===== config.mk =====
export PLATFORM = sky130hd
export DESIGN_NAME = ac_phase_angle_firing_control_flat
export DESIGN_NICKNAME = d
export VERILOG_FILES = /design/src/hdl/apfc_pkg.sv /design/src/hdl/apfc_req_if.sv /design/src/hdl/apfc_rsp_if.sv /design/src/hdl/ac_phase_angle_firing_control.sv /design/src/flat_wrapper.sv
export VERILOG_INCLUDE_DIRS = /design/src /design/src/hdl
export SDC_FILE = /design/constraint.sdc
export NUM_CORES = 1
export LEC_CHECK = 0
export BUFFER_PORTS_ARGS = -buffer_cell sky130_fd_sc_hd__buf_2
export CAP_MARGIN = 20
export CORE_MARGIN = 2
export CORE_UTILIZATION = 49
export CTS_CLUSTER_DIAMETER = 80
export DETAILED_ROUTE_END_ITERATION = 10
export PLACE_DENSITY = 0.73
export SYNTH_ARGS = -nofsm -noshare
export SYNTH_HDL_FRONTEND = slang
export SYNTH_SLANG_ARGS = --single-unit

===== constraint.sdc =====
create_clock -name clock -period 8.14 [get_ports clock]
set_input_delay 0 -clock clock [delete_from_list [all_inputs] [get_ports clock]]
set_output_delay 0 -clock clock [all_outputs]
set_load 0.03 [all_outputs]

===== src/hdl/ac_phase_angle_firing_control_assert.svh =====
// Assertion macros for the phase-angle firing controller.
`ifndef AC_PHASE_ANGLE_FIRING_CONTROL_ASSERT_SVH
`define AC_PHASE_ANGLE_FIRING_CONTROL_ASSERT_SVH
`ifndef SYNTHESIS
`define APFC_ASSERT_HOLD(lbl, clk, rst, prop, msg) \
   lbl: assert property (@(posedge clk) disable iff (rst) prop) else $error(msg);
`define APFC_ASSERT_NEXT(lbl, clk, rst, ante, cons, msg) \
   lbl: assert property (@(posedge clk) disable iff (rst) ante |=> cons) else $error(msg);
`else
`define APFC_ASSERT_HOLD(lbl, clk, rst, prop, msg)
`define APFC_ASSERT_NEXT(lbl, clk, rst, ante, cons, msg)
`endif
`endif


===== src/hdl/apfc_pkg.sv =====
// Types, constants and the firing window function of the phase-angle controller.
package apfc_pkg;

   localparam logic [1:0] REQ_TICK    = 2'd0;
   localparam logic [1:0] REQ_EDGE    = 2'd1;
   localparam logic [1:0] REQ_TIMEOUT = 2'd2;

   localparam logic [2:0] CSR_DUTY_ONE   = 3'd0;
   localparam logic [2:0] CSR_DUTY_TWO   = 3'd1;
   localparam logic [2:0] CSR_FIRING_BASE = 3'd2;
   localparam logic [2:0] CSR_PULSE_WIDTH = 3'd3;
   localparam logic [2:0] CSR_MIN_GAP     = 3'd4;

   localparam logic [6:0]  DUTY_FULL_ON  = 7'd90;
   localparam logic [6:0]  DUTY_FULL_OFF = 7'd10;
   localparam logic [13:0] DUTY_STEP_US  = 14'd100;

   localparam logic [15:0] FIRING_BASE_RESET = 16'd10700;
   localparam logic [15:0] PULSE_WIDTH_RESET = 16'd1000;
   localparam logic [15:0] MIN_GAP_RESET     = 16'd9900;

   typedef struct packed {
      logic        gate_one;
      logic        gate_two;
      logic        mains_present;
      logic        edge_accepted;
      logic [15:0] crossing_total;
   } rsp_type;

   // Gate level for one channel on a sampling tick; 0 fires the load.
   function automatic logic window_gate(input logic [6:0]  duty,
                                        input logic [15:0] base,
                                        input logic [15:0] width,
                                        input logic [31:0] elapsed);
      logic [13:0]        step;
      logic signed [33:0] start_s;
      logic signed [33:0] end_s;
      logic signed [33:0] elapsed_s;
      logic               result;
      step      = 14'(duty) * DUTY_STEP_US;
      start_s   = $signed({18'd0, base}) - $signed({20'd0, step});
      end_s     = start_s + $signed({18'd0, width});
      elapsed_s = $signed({2'd0, elapsed});
      if (duty > DUTY_FULL_ON) begin
         result = 1'b0;
      end else if (duty < DUTY_FULL_OFF) begin
         result = 1'b1;
      end else begin
         result = (elapsed_s >= start_s && elapsed_s <= end_s) ? 1'b0 : 1'b1;
      end
      return result;
   endfunction

endpackage


===== src/hdl/apfc_req_if.sv =====
// Event channel: valid/ready handshake with event kind and timestamp.
interface apfc_req_if;
   logic        valid;
   logic        ready;
   logic [1:0]  req_type;
   logic [31:0] time_us;

   modport source (output valid, output req_type, output time_us, input ready);
   modport sink   (input valid, input req_type, input time_us, output ready);
endinterface


===== src/hdl/apfc_rsp_if.sv =====
// Result channel: valid/ready handshake with gate levels and crossing status.
interface apfc_rsp_if;
   logic        valid;
   logic        ready;
   logic        gate_one;
   logic        gate_two;
   logic        mains_present;
   logic        edge_accepted;
   logic [15:0] crossing_total;

   modport source (output valid, output gate_one, output gate_two, output mains_present,
                   output edge_accepted, output crossing_total, input ready);
   modport sink   (input valid, input gate_one, input gate_two, input mains_present,
                   input edge_accepted, input crossing_total, output ready);
endinterface


===== src/hdl/ac_phase_angle_firing_control.sv =====
// Two-channel phase-angle firing controller, top level.
//
//   channel   direction  contents
//   req_chan  in         event kind, microsecond timestamp
//   rsp_chan  out        gate levels, mains present, edge accepted, crossing count
//   csr_*     in         write enable, register index, write data
//
// Each event is processed combinationally and its result is written into a
// two-entry output buffer, so one event can be accepted every cycle while an entry is free.
// The event channel stalls only while both buffer entries hold untaken results.
// Synchronous reset clears the controller state and empties the buffer.
`include "ac_phase_angle_firing_control_assert.svh"

module ac_phase_angle_firing_control (
   input  logic              clock,
   input  logic              reset,
   apfc_req_if.sink          req_chan,
   apfc_rsp_if.source        rsp_chan,
   input  logic              csr_wr_en,
   input  logic [2:0]        csr_index,
   input  logic [15:0]       csr_wr_data
);

   logic [6:0]  duty_one_ff;
   logic [6:0]  duty_two_ff;
   logic [15:0] firing_base_ff;
   logic [15:0] pulse_width_ff;
   logic [15:0] min_gap_ff;

   logic        ac_flag_ff;
   logic        ac_flag_in;
   logic [31:0] last_time_ff;
   logic [31:0] last_time_in;
   logic [15:0] crossing_cnt_ff;
   logic [15:0] crossing_cnt_in;
   logic        gate_one_ff;
   logic        gate_one_in;
   logic        gate_two_ff;
   logic        gate_two_in;
   logic        edge_acc;

   apfc_pkg::rsp_type buf_ff [2];
   logic        wr_ptr_ff;
   logic        rd_ptr_ff;
   logic [1:0]  count_ff;
   logic [1:0]  count_in;

   logic [31:0] elapsed;
   logic        edge_ok;
   logic        push;
   logic        pop;
   apfc_pkg::rsp_type rsp_entry;

   always_ff @(posedge clock) begin
      if (reset) begin
         duty_one_ff    <= '0;
         duty_two_ff    <= '0;
         firing_base_ff <= apfc_pkg::FIRING_BASE_RESET;
         pulse_width_ff <= apfc_pkg::PULSE_WIDTH_RESET;
         min_gap_ff     <= apfc_pkg::MIN_GAP_RESET;
      end else if (csr_wr_en) begin
         case (csr_index)
            apfc_pkg::CSR_DUTY_ONE:    duty_one_ff    <= csr_wr_data[6:0];
            apfc_pkg::CSR_DUTY_TWO:    duty_two_ff    <= csr_wr_data[6:0];
            apfc_pkg::CSR_FIRING_BASE: firing_base_ff <= csr_wr_data;
            apfc_pkg::CSR_PULSE_WIDTH: pulse_width_ff <= csr_wr_data;
            apfc_pkg::CSR_MIN_GAP:     min_gap_ff     <= csr_wr_data;
            default: ;
         endcase
      end
   end

   assign push     = req_chan.valid && req_chan.ready;
   assign pop      = rsp_chan.valid && rsp_chan.ready;
   assign elapsed  = req_chan.time_us - last_time_ff;
   assign edge_ok  = elapsed > {16'd0, min_gap_ff};

   always_comb begin
      ac_flag_in      = ac_flag_ff;
      last_time_in    = last_time_ff;
      crossing_cnt_in = crossing_cnt_ff;
      gate_one_in     = gate_one_ff;
      gate_two_in     = gate_two_ff;
      edge_acc        = 1'b0;
      case (req_chan.req_type)
         apfc_pkg::REQ_EDGE: begin
            ac_flag_in = 1'b1;
            if (edge_ok) begin
               last_time_in    = req_chan.time_us;
               crossing_cnt_in = crossing_cnt_ff + 16'd1;
               gate_one_in     = 1'b1;
               gate_two_in     = 1'b1;
               edge_acc        = 1'b1;
            end
         end
         apfc_pkg::REQ_TICK: begin
            if (ac_flag_ff) begin
               gate_one_in = apfc_pkg::window_gate(duty_one_ff, firing_base_ff,
                                                   pulse_width_ff, elapsed);
               gate_two_in = apfc_pkg::window_gate(duty_two_ff, firing_base_ff,
                                                   pulse_width_ff, elapsed);
            end
         end
         apfc_pkg::REQ_TIMEOUT: begin
            ac_flag_in  = 1'b0;
            gate_one_in = (duty_one_ff == 7'd0);
            gate_two_in = (duty_two_ff == 7'd0);
         end
         default: ;
      endcase
   end

   assign rsp_entry.gate_one       = gate_one_in;
   assign rsp_entry.gate_two       = gate_two_in;
   assign rsp_entry.mains_present  = ac_flag_in;
   assign rsp_entry.edge_accepted  = edge_acc;
   assign rsp_entry.crossing_total = crossing_cnt_in;

   always_ff @(posedge clock) begin
      if (reset) begin
         ac_flag_ff      <= 1'b0;
         last_time_ff    <= '0;
         crossing_cnt_ff <= '0;
         gate_one_ff     <= 1'b1;
         gate_two_ff     <= 1'b1;
      end else if (push) begin
         ac_flag_ff      <= ac_flag_in;
         last_time_ff    <= last_time_in;
         crossing_cnt_ff <= crossing_cnt_in;
         gate_one_ff     <= gate_one_in;
         gate_two_ff     <= gate_two_in;
      end
   end

   always_comb begin
      count_in = count_ff;
      if (push && !pop) begin
         count_in = count_ff + 2'd1;
      end else if (pop && !push) begin
         count_in = count_ff - 2'd1;
      end
   end

   always_ff @(posedge clock) begin
      if (reset) begin
         wr_ptr_ff <= 1'b0;
         rd_ptr_ff <= 1'b0;
         count_ff  <= '0;
      end else begin
         count_ff <= count_in;
         if (push) begin
            wr_ptr_ff <= !wr_ptr_ff;
         end
         if (pop) begin
            rd_ptr_ff <= !rd_ptr_ff;
         end
      end
   end

   always_ff @(posedge clock) begin
      if (push) begin
         buf_ff[wr_ptr_ff] <= rsp_entry;
      end
   end

   assign req_chan.ready          = (count_ff != 2'd2);
   assign rsp_chan.valid          = (count_ff != 2'd0);
   assign rsp_chan.gate_one       = buf_ff[rd_ptr_ff].gate_one;
   assign rsp_chan.gate_two       = buf_ff[rd_ptr_ff].gate_two;
   assign rsp_chan.mains_present  = buf_ff[rd_ptr_ff].mains_present;
   assign rsp_chan.edge_accepted  = buf_ff[rd_ptr_ff].edge_accepted;
   assign rsp_chan.crossing_total = buf_ff[rd_ptr_ff].crossing_total;

   `APFC_ASSERT_HOLD(a_count_bound, clock, reset, count_ff != 2'd3, "Output buffer count overflow")
   `APFC_ASSERT_NEXT(a_edge_counts, clock, reset, push && edge_acc, crossing_cnt_ff == 16'($past(crossing_cnt_ff) + 16'd1), "Accepted crossing not counted")
   `APFC_ASSERT_NEXT(a_timeout_clears, clock, reset, push && req_chan.req_type == apfc_pkg::REQ_TIMEOUT, !ac_flag_ff, "Timeout left mains present")
   `APFC_ASSERT_HOLD(a_edge_has_mains, clock, reset, rsp_chan.valid && rsp_chan.edge_accepted |-> rsp_chan.mains_present, "Accepted crossing without mains present")

endmodule


===== src/flat_wrapper.sv =====
// flat-port wrapper written by rule: the top's interface ports become plain ports
module ac_phase_angle_firing_control_flat 
  (clock, reset, csr_wr_en, csr_index, csr_wr_data, req_chan_valid, req_chan_req_type, req_chan_time_us, req_chan_ready, rsp_chan_valid, rsp_chan_gate_one, rsp_chan_gate_two, rsp_chan_mains_present, rsp_chan_edge_accepted, rsp_chan_crossing_total, rsp_chan_ready);
  apfc_req_if req_chan_i ();
  apfc_rsp_if rsp_chan_i ();
  input  logic clock;
  input  logic reset;
  input  logic csr_wr_en;
  input  logic [2:0] csr_index;
  input  logic [15:0] csr_wr_data;
  input wire logic [$bits(req_chan_i.valid)-1:0] req_chan_valid;
  input wire logic [$bits(req_chan_i.req_type)-1:0] req_chan_req_type;
  input wire logic [$bits(req_chan_i.time_us)-1:0] req_chan_time_us;
  output wire logic [$bits(req_chan_i.ready)-1:0] req_chan_ready;
  output wire logic [$bits(rsp_chan_i.valid)-1:0] rsp_chan_valid;
  output wire logic [$bits(rsp_chan_i.gate_one)-1:0] rsp_chan_gate_one;
  output wire logic [$bits(rsp_chan_i.gate_two)-1:0] rsp_chan_gate_two;
  output wire logic [$bits(rsp_chan_i.mains_present)-1:0] rsp_chan_mains_present;
  output wire logic [$bits(rsp_chan_i.edge_accepted)-1:0] rsp_chan_edge_accepted;
  output wire logic [$bits(rsp_chan_i.crossing_total)-1:0] rsp_chan_crossing_total;
  input wire logic [$bits(rsp_chan_i.ready)-1:0] rsp_chan_ready;
  assign req_chan_i.valid = req_chan_valid;
  assign req_chan_i.req_type = req_chan_req_type;
  assign req_chan_i.time_us = req_chan_time_us;
  assign req_chan_ready = req_chan_i.ready;
  assign rsp_chan_valid = rsp_chan_i.valid;
  assign rsp_chan_gate_one = rsp_chan_i.gate_one;
  assign rsp_chan_gate_two = rsp_chan_i.gate_two;
  assign rsp_chan_mains_present = rsp_chan_i.mains_present;
  assign rsp_chan_edge_accepted = rsp_chan_i.edge_accepted;
  assign rsp_chan_crossing_total = rsp_chan_i.crossing_total;
  assign rsp_chan_i.ready = rsp_chan_ready;
  ac_phase_angle_firing_control u_core (.clock(clock), .reset(reset), .req_chan(req_chan_i), .rsp_chan(rsp_chan_i), .csr_wr_en(csr_wr_en), .csr_index(csr_index), .csr_wr_data(csr_wr_data));
endmodule

==> impl_metrics.py <==
metrics = {
    "run_status": {
        "status": "complete, but fails checks",
        "violations": "negative hold slack",
    },
    "placement": {
        "gp_congestion": 0.969,
        "hpwl_um": 31400,
        "numPortBuffers": 79,
        "place_ws_ns": 0.345,
    },
    "floorplan": {
        "initial_core_util": 0.500,
        "die_h_um": 181,
        "die_area_mm2": 0.0328,
        "ios": 80,
        "die_x_um": 181,
        "rows": 64,
        "core_area_mm2": 0.0307,
    },
    "detailed_routing": {
        "viasPerCell": 5.76,
        "wl_um": 40700,
        "dr.pass1.iters": 5,
        "drc": 0,
        "wl_per_cell_um": 17.1,
        "vias": 13700,
        "ant_nets": 0,
        "drtIter0Drc": 1029,
    },
    "worst_setup_path": {
        "cp_top_family": "compound AO/OA/AOI/OAI gates",
        "path_buf_inv": 2,
        "cp_common_cell": "ha_1",
        "crit_type": "register to register",
        "cp.required_ns": 8.34,
        "crit_path_start": "u_core.duty_two_ff[1]",
        "path_max_fanout": 8,
        "rrSetupSlack_ns": 0.52,
        "crit_arrival_ns": 7.82,
        "slowest_delay_ns": 0.51,
        "r2r_start": "u_core.duty_two_ff[1]",
        "end_kind": "register",
        "cp_slowest_cell": "a21oi_1",
        "startpoint_type": "register",
    },
    "final_layout": {
        "layout-drive-gt1-share": 0.0883,
        "nFillCells": 2838,
        "antennaDiodeCount": 0,
        "regArea_mm2": 0.00356,
        "multiInputGateArea_mm2": 0.0110,
        "synthToLayoutAreaGrowth_pct": 13.7,
        "final_nets": 2336,
    },
    "clocking": {
        "cts_sinks": 158,
        "htreeDepth": 4,
        "clock_latency_ns": 0.46,
        "cts_tree": "yes",
        "clockBufferDepth": 2,
        "clk_pin_slew_ns": 0.07,
        "cts_root_buffer": "clkbuf_16",
        "cts_buffers": 17,
    },
    "power": {
        "finalPower_mw": 3.03,
        "power.density_mw_per_mm2": 173,
        "leakage_nw": 7.97,
        "ir_drop_mv": 0.161,
    },
    "synth": {
        "synthArstFlopShare": 0,
        "synth_edf_count": 40,
        "postSynthAreaPerCell_um2": 8.40,
        "synth.distinct_cells": 83,
        "synth_fp_nets": 2198,
        "yosysTopAreaCellShare": 0.245,
        "synth_top_cells_by_area": "ha_1, dfxtp_1, edfxtp_1, a21oi_1, nand2_1",
        "synthesis.area_mm2": 0.0154,
        "yosys_warnings": 0,
        "synthTopCellsByCount": "ha_1, nand2_1, a21oi_1",
        "synth.most_common_cell": "ha_1",
        "syn-instance-count": 1831,
        "synth-main-ff-cell": "dfxtp_1",
        "ys_seq_area_frac": 0.232,
        "yosys.area.top_type": "ha_1",
        "ys_seq_elements": 158,
    },
    "global_route": {
        "grt_overflow": 0,
        "grt_max_degree": 89,
        "grt_antenna_before_repair": 0,
        "grt_pass1_vias": 13100,
        "grt_use_total": 0.251,
        "grt_first_pass_wirelength_um": 66500,
    },
    "timing": {
        "fin_crit_sh": 0.936,
        "relSlewSlack": 0.327,
        "skew_ns": 0.0105,
        "fmax_ghz": 0.131,
        "hold_ws_ns": -0.0158,
        "fin_crit_ns": 7.62,
        "finalSetupViolations": 0,
        "timing.setup.tns_ns": 0,
        "report.final.hold_viol_count": 1,
        "slew_viol_final": 0,
        "tightest_slew_ns": 1.01,
        "rsz0062_at_grt": "false",
        "fin_ws_ns": 0.522,
    },
    "worst_hold_path": {
        "min_from": "csr_index[1]",
        "hold_class": "input port to register",
    },
    "run": {
        "max_cap_violations": 0,
    },
}
final timing paths:
| kind | endpoint | depth (start not counted) |
|---|---|---|
| setup / recovery | u_core.buf_ff[1][18] | 30 |
| hold / removal | u_core.firing_base_ff[4] | 5 |
| setup reg to reg | u_core.buf_ff[1][18] | 30 |
| hold reg to reg | u_core.min_gap_ff[8] | 2 |
flip-flops by register name (all words and copies together) (netlist names), named ones only:
| signal | count |
|---|---|
| u_core.buf_ff | 40 |
| u_core.last_time_ff | 32 |
| u_core.crossing_cnt_ff | 16 |
| u_core.firing_base_ff | 16 |
| u_core.min_gap_ff | 16 |
| u_core.pulse_width_ff | 16 |
| u_core.duty_one_ff | 7 |
| u_core.duty_two_ff | 7 |
| u_core.count_ff | 2 |
| u_core.ac_flag_ff | 1 |
| u_core.gate_one_ff | 1 |
| u_core.gate_two_ff | 1 |
| u_core.rd_ptr_ff | 1 |
| u_core.wr_ptr_ff | 1 |
power by group:
group	internal (mW)	switching [mW]	leakage, nW
Clock	0.404	0.370	0.265
Combinational	0.550	0.799	6.36
Sequential	0.868	0.0412	1.34
worst register-to-register path, delay by kind of cell, from the launching register on:
kind	cells	cell delay (ns)
DFF	1	0.39
buffers and inverters	2	0.21
xor gates and xnor gates	1	0.27
and+or+nand+nor	3	0.56
adders and majority gates	7	2.30
AOI/OAI and AO/OA	17	3.63
kinds of logic (layout without fill, tap and decap cells):
| group | count (synthesis) | count (layout) | share of synthesized area |
|---|---|---|---|
| and+or+nand+nor | 533 | 533 | 0.167 |
| muxes | 56 | 56 | 0.0383 |
| adders and majority gates | 309 | 309 | 0.255 |
| xor gates and xnor gates | 118 | 118 | 0.0672 |
| buffers and inverters | 203 | 354 | 0.0539 |
| AOI/OAI and AO/OA | 454 | 454 | 0.187 |
| DFF | 158 | 158 | 0.232 |
per-layer routing:
layer	routed length, µm	GRT usage	up-vias
li1	-	-	6841
met1	19000	0.330	6464
met2	19100	0.429	348
met3	1940	0.0359	49
met4	716	0.0673	0
met5	0	0	-
layout by cell type (no fill, tap or decap), drive strengths merged, types with 6 or more instances in the layout:
| master | n |
|---|---|
| ha | 301 |
| nand2 | 187 |
| a21oi | 175 |
| inv | 156 |
| nor2 | 133 |
| dfxtp | 118 |
| o21ai | 97 |
| buf | 89 |
| dlygate4sd3 | 81 |
| xnor2 | 64 |
| a21o | 56 |
| xor2 | 54 |
| edfxtp | 40 |
| nand4 | 34 |
| mux2i | 33 |
| nor3 | 31 |
| nand3 | 23 |
| mux2 | 23 |
| o21bai | 21 |
| nand3b | 20 |
| clkbuf | 19 |
| nor2b | 18 |
| nand2b | 16 |
| or3 | 14 |
| o211ai | 12 |
| o21a | 11 |
| nor4 | 11 |
| or2 | 11 |
| o31ai | 10 |
| a211oi | 10 |
| or4 | 9 |
| and3 | 9 |
| fa | 8 |
| o2111ai | 6 |
| a31oi | 6 |
| clkinv | 6 |
through the flow:
stage	instance area, µm²	cells	util	hold WS (ns)
3_5_place_dp	16100	2264	0.523	0.262
2_1_floorplan	15400	1831	-	0.118
3_3_place_gp	16100	2263	0.523	0.250
4_1_cts	17400	2376	0.567	0.112
5_1_grt	17500	2378	0.569	0.0187
6_report	17500	2378	0.569	-0.0158
repair_timing:
action | CTS | global route
buffers inserted | 0 | 0
hold buffers | 80 | 1
setup endpoints to repair | 0 | 5
endpoints found under the hold margin | 99 | 2
gates resized for setup | 0 | 5
final cells by class:
type / count / share of cell area
Clock buffer: 19 / 0.0253
Clock inverter: 13 / 0.00608
Multi-Input combinational cell: 1470 / 0.630
Timing Repair Buffer: 170 / 0.0736
Inverter: 152 / 0.0326
Sequential cell: 158 / 0.204
Tap cell: 396 / 0.0283
Note: power is estimated with default switching activity, not from simulation.
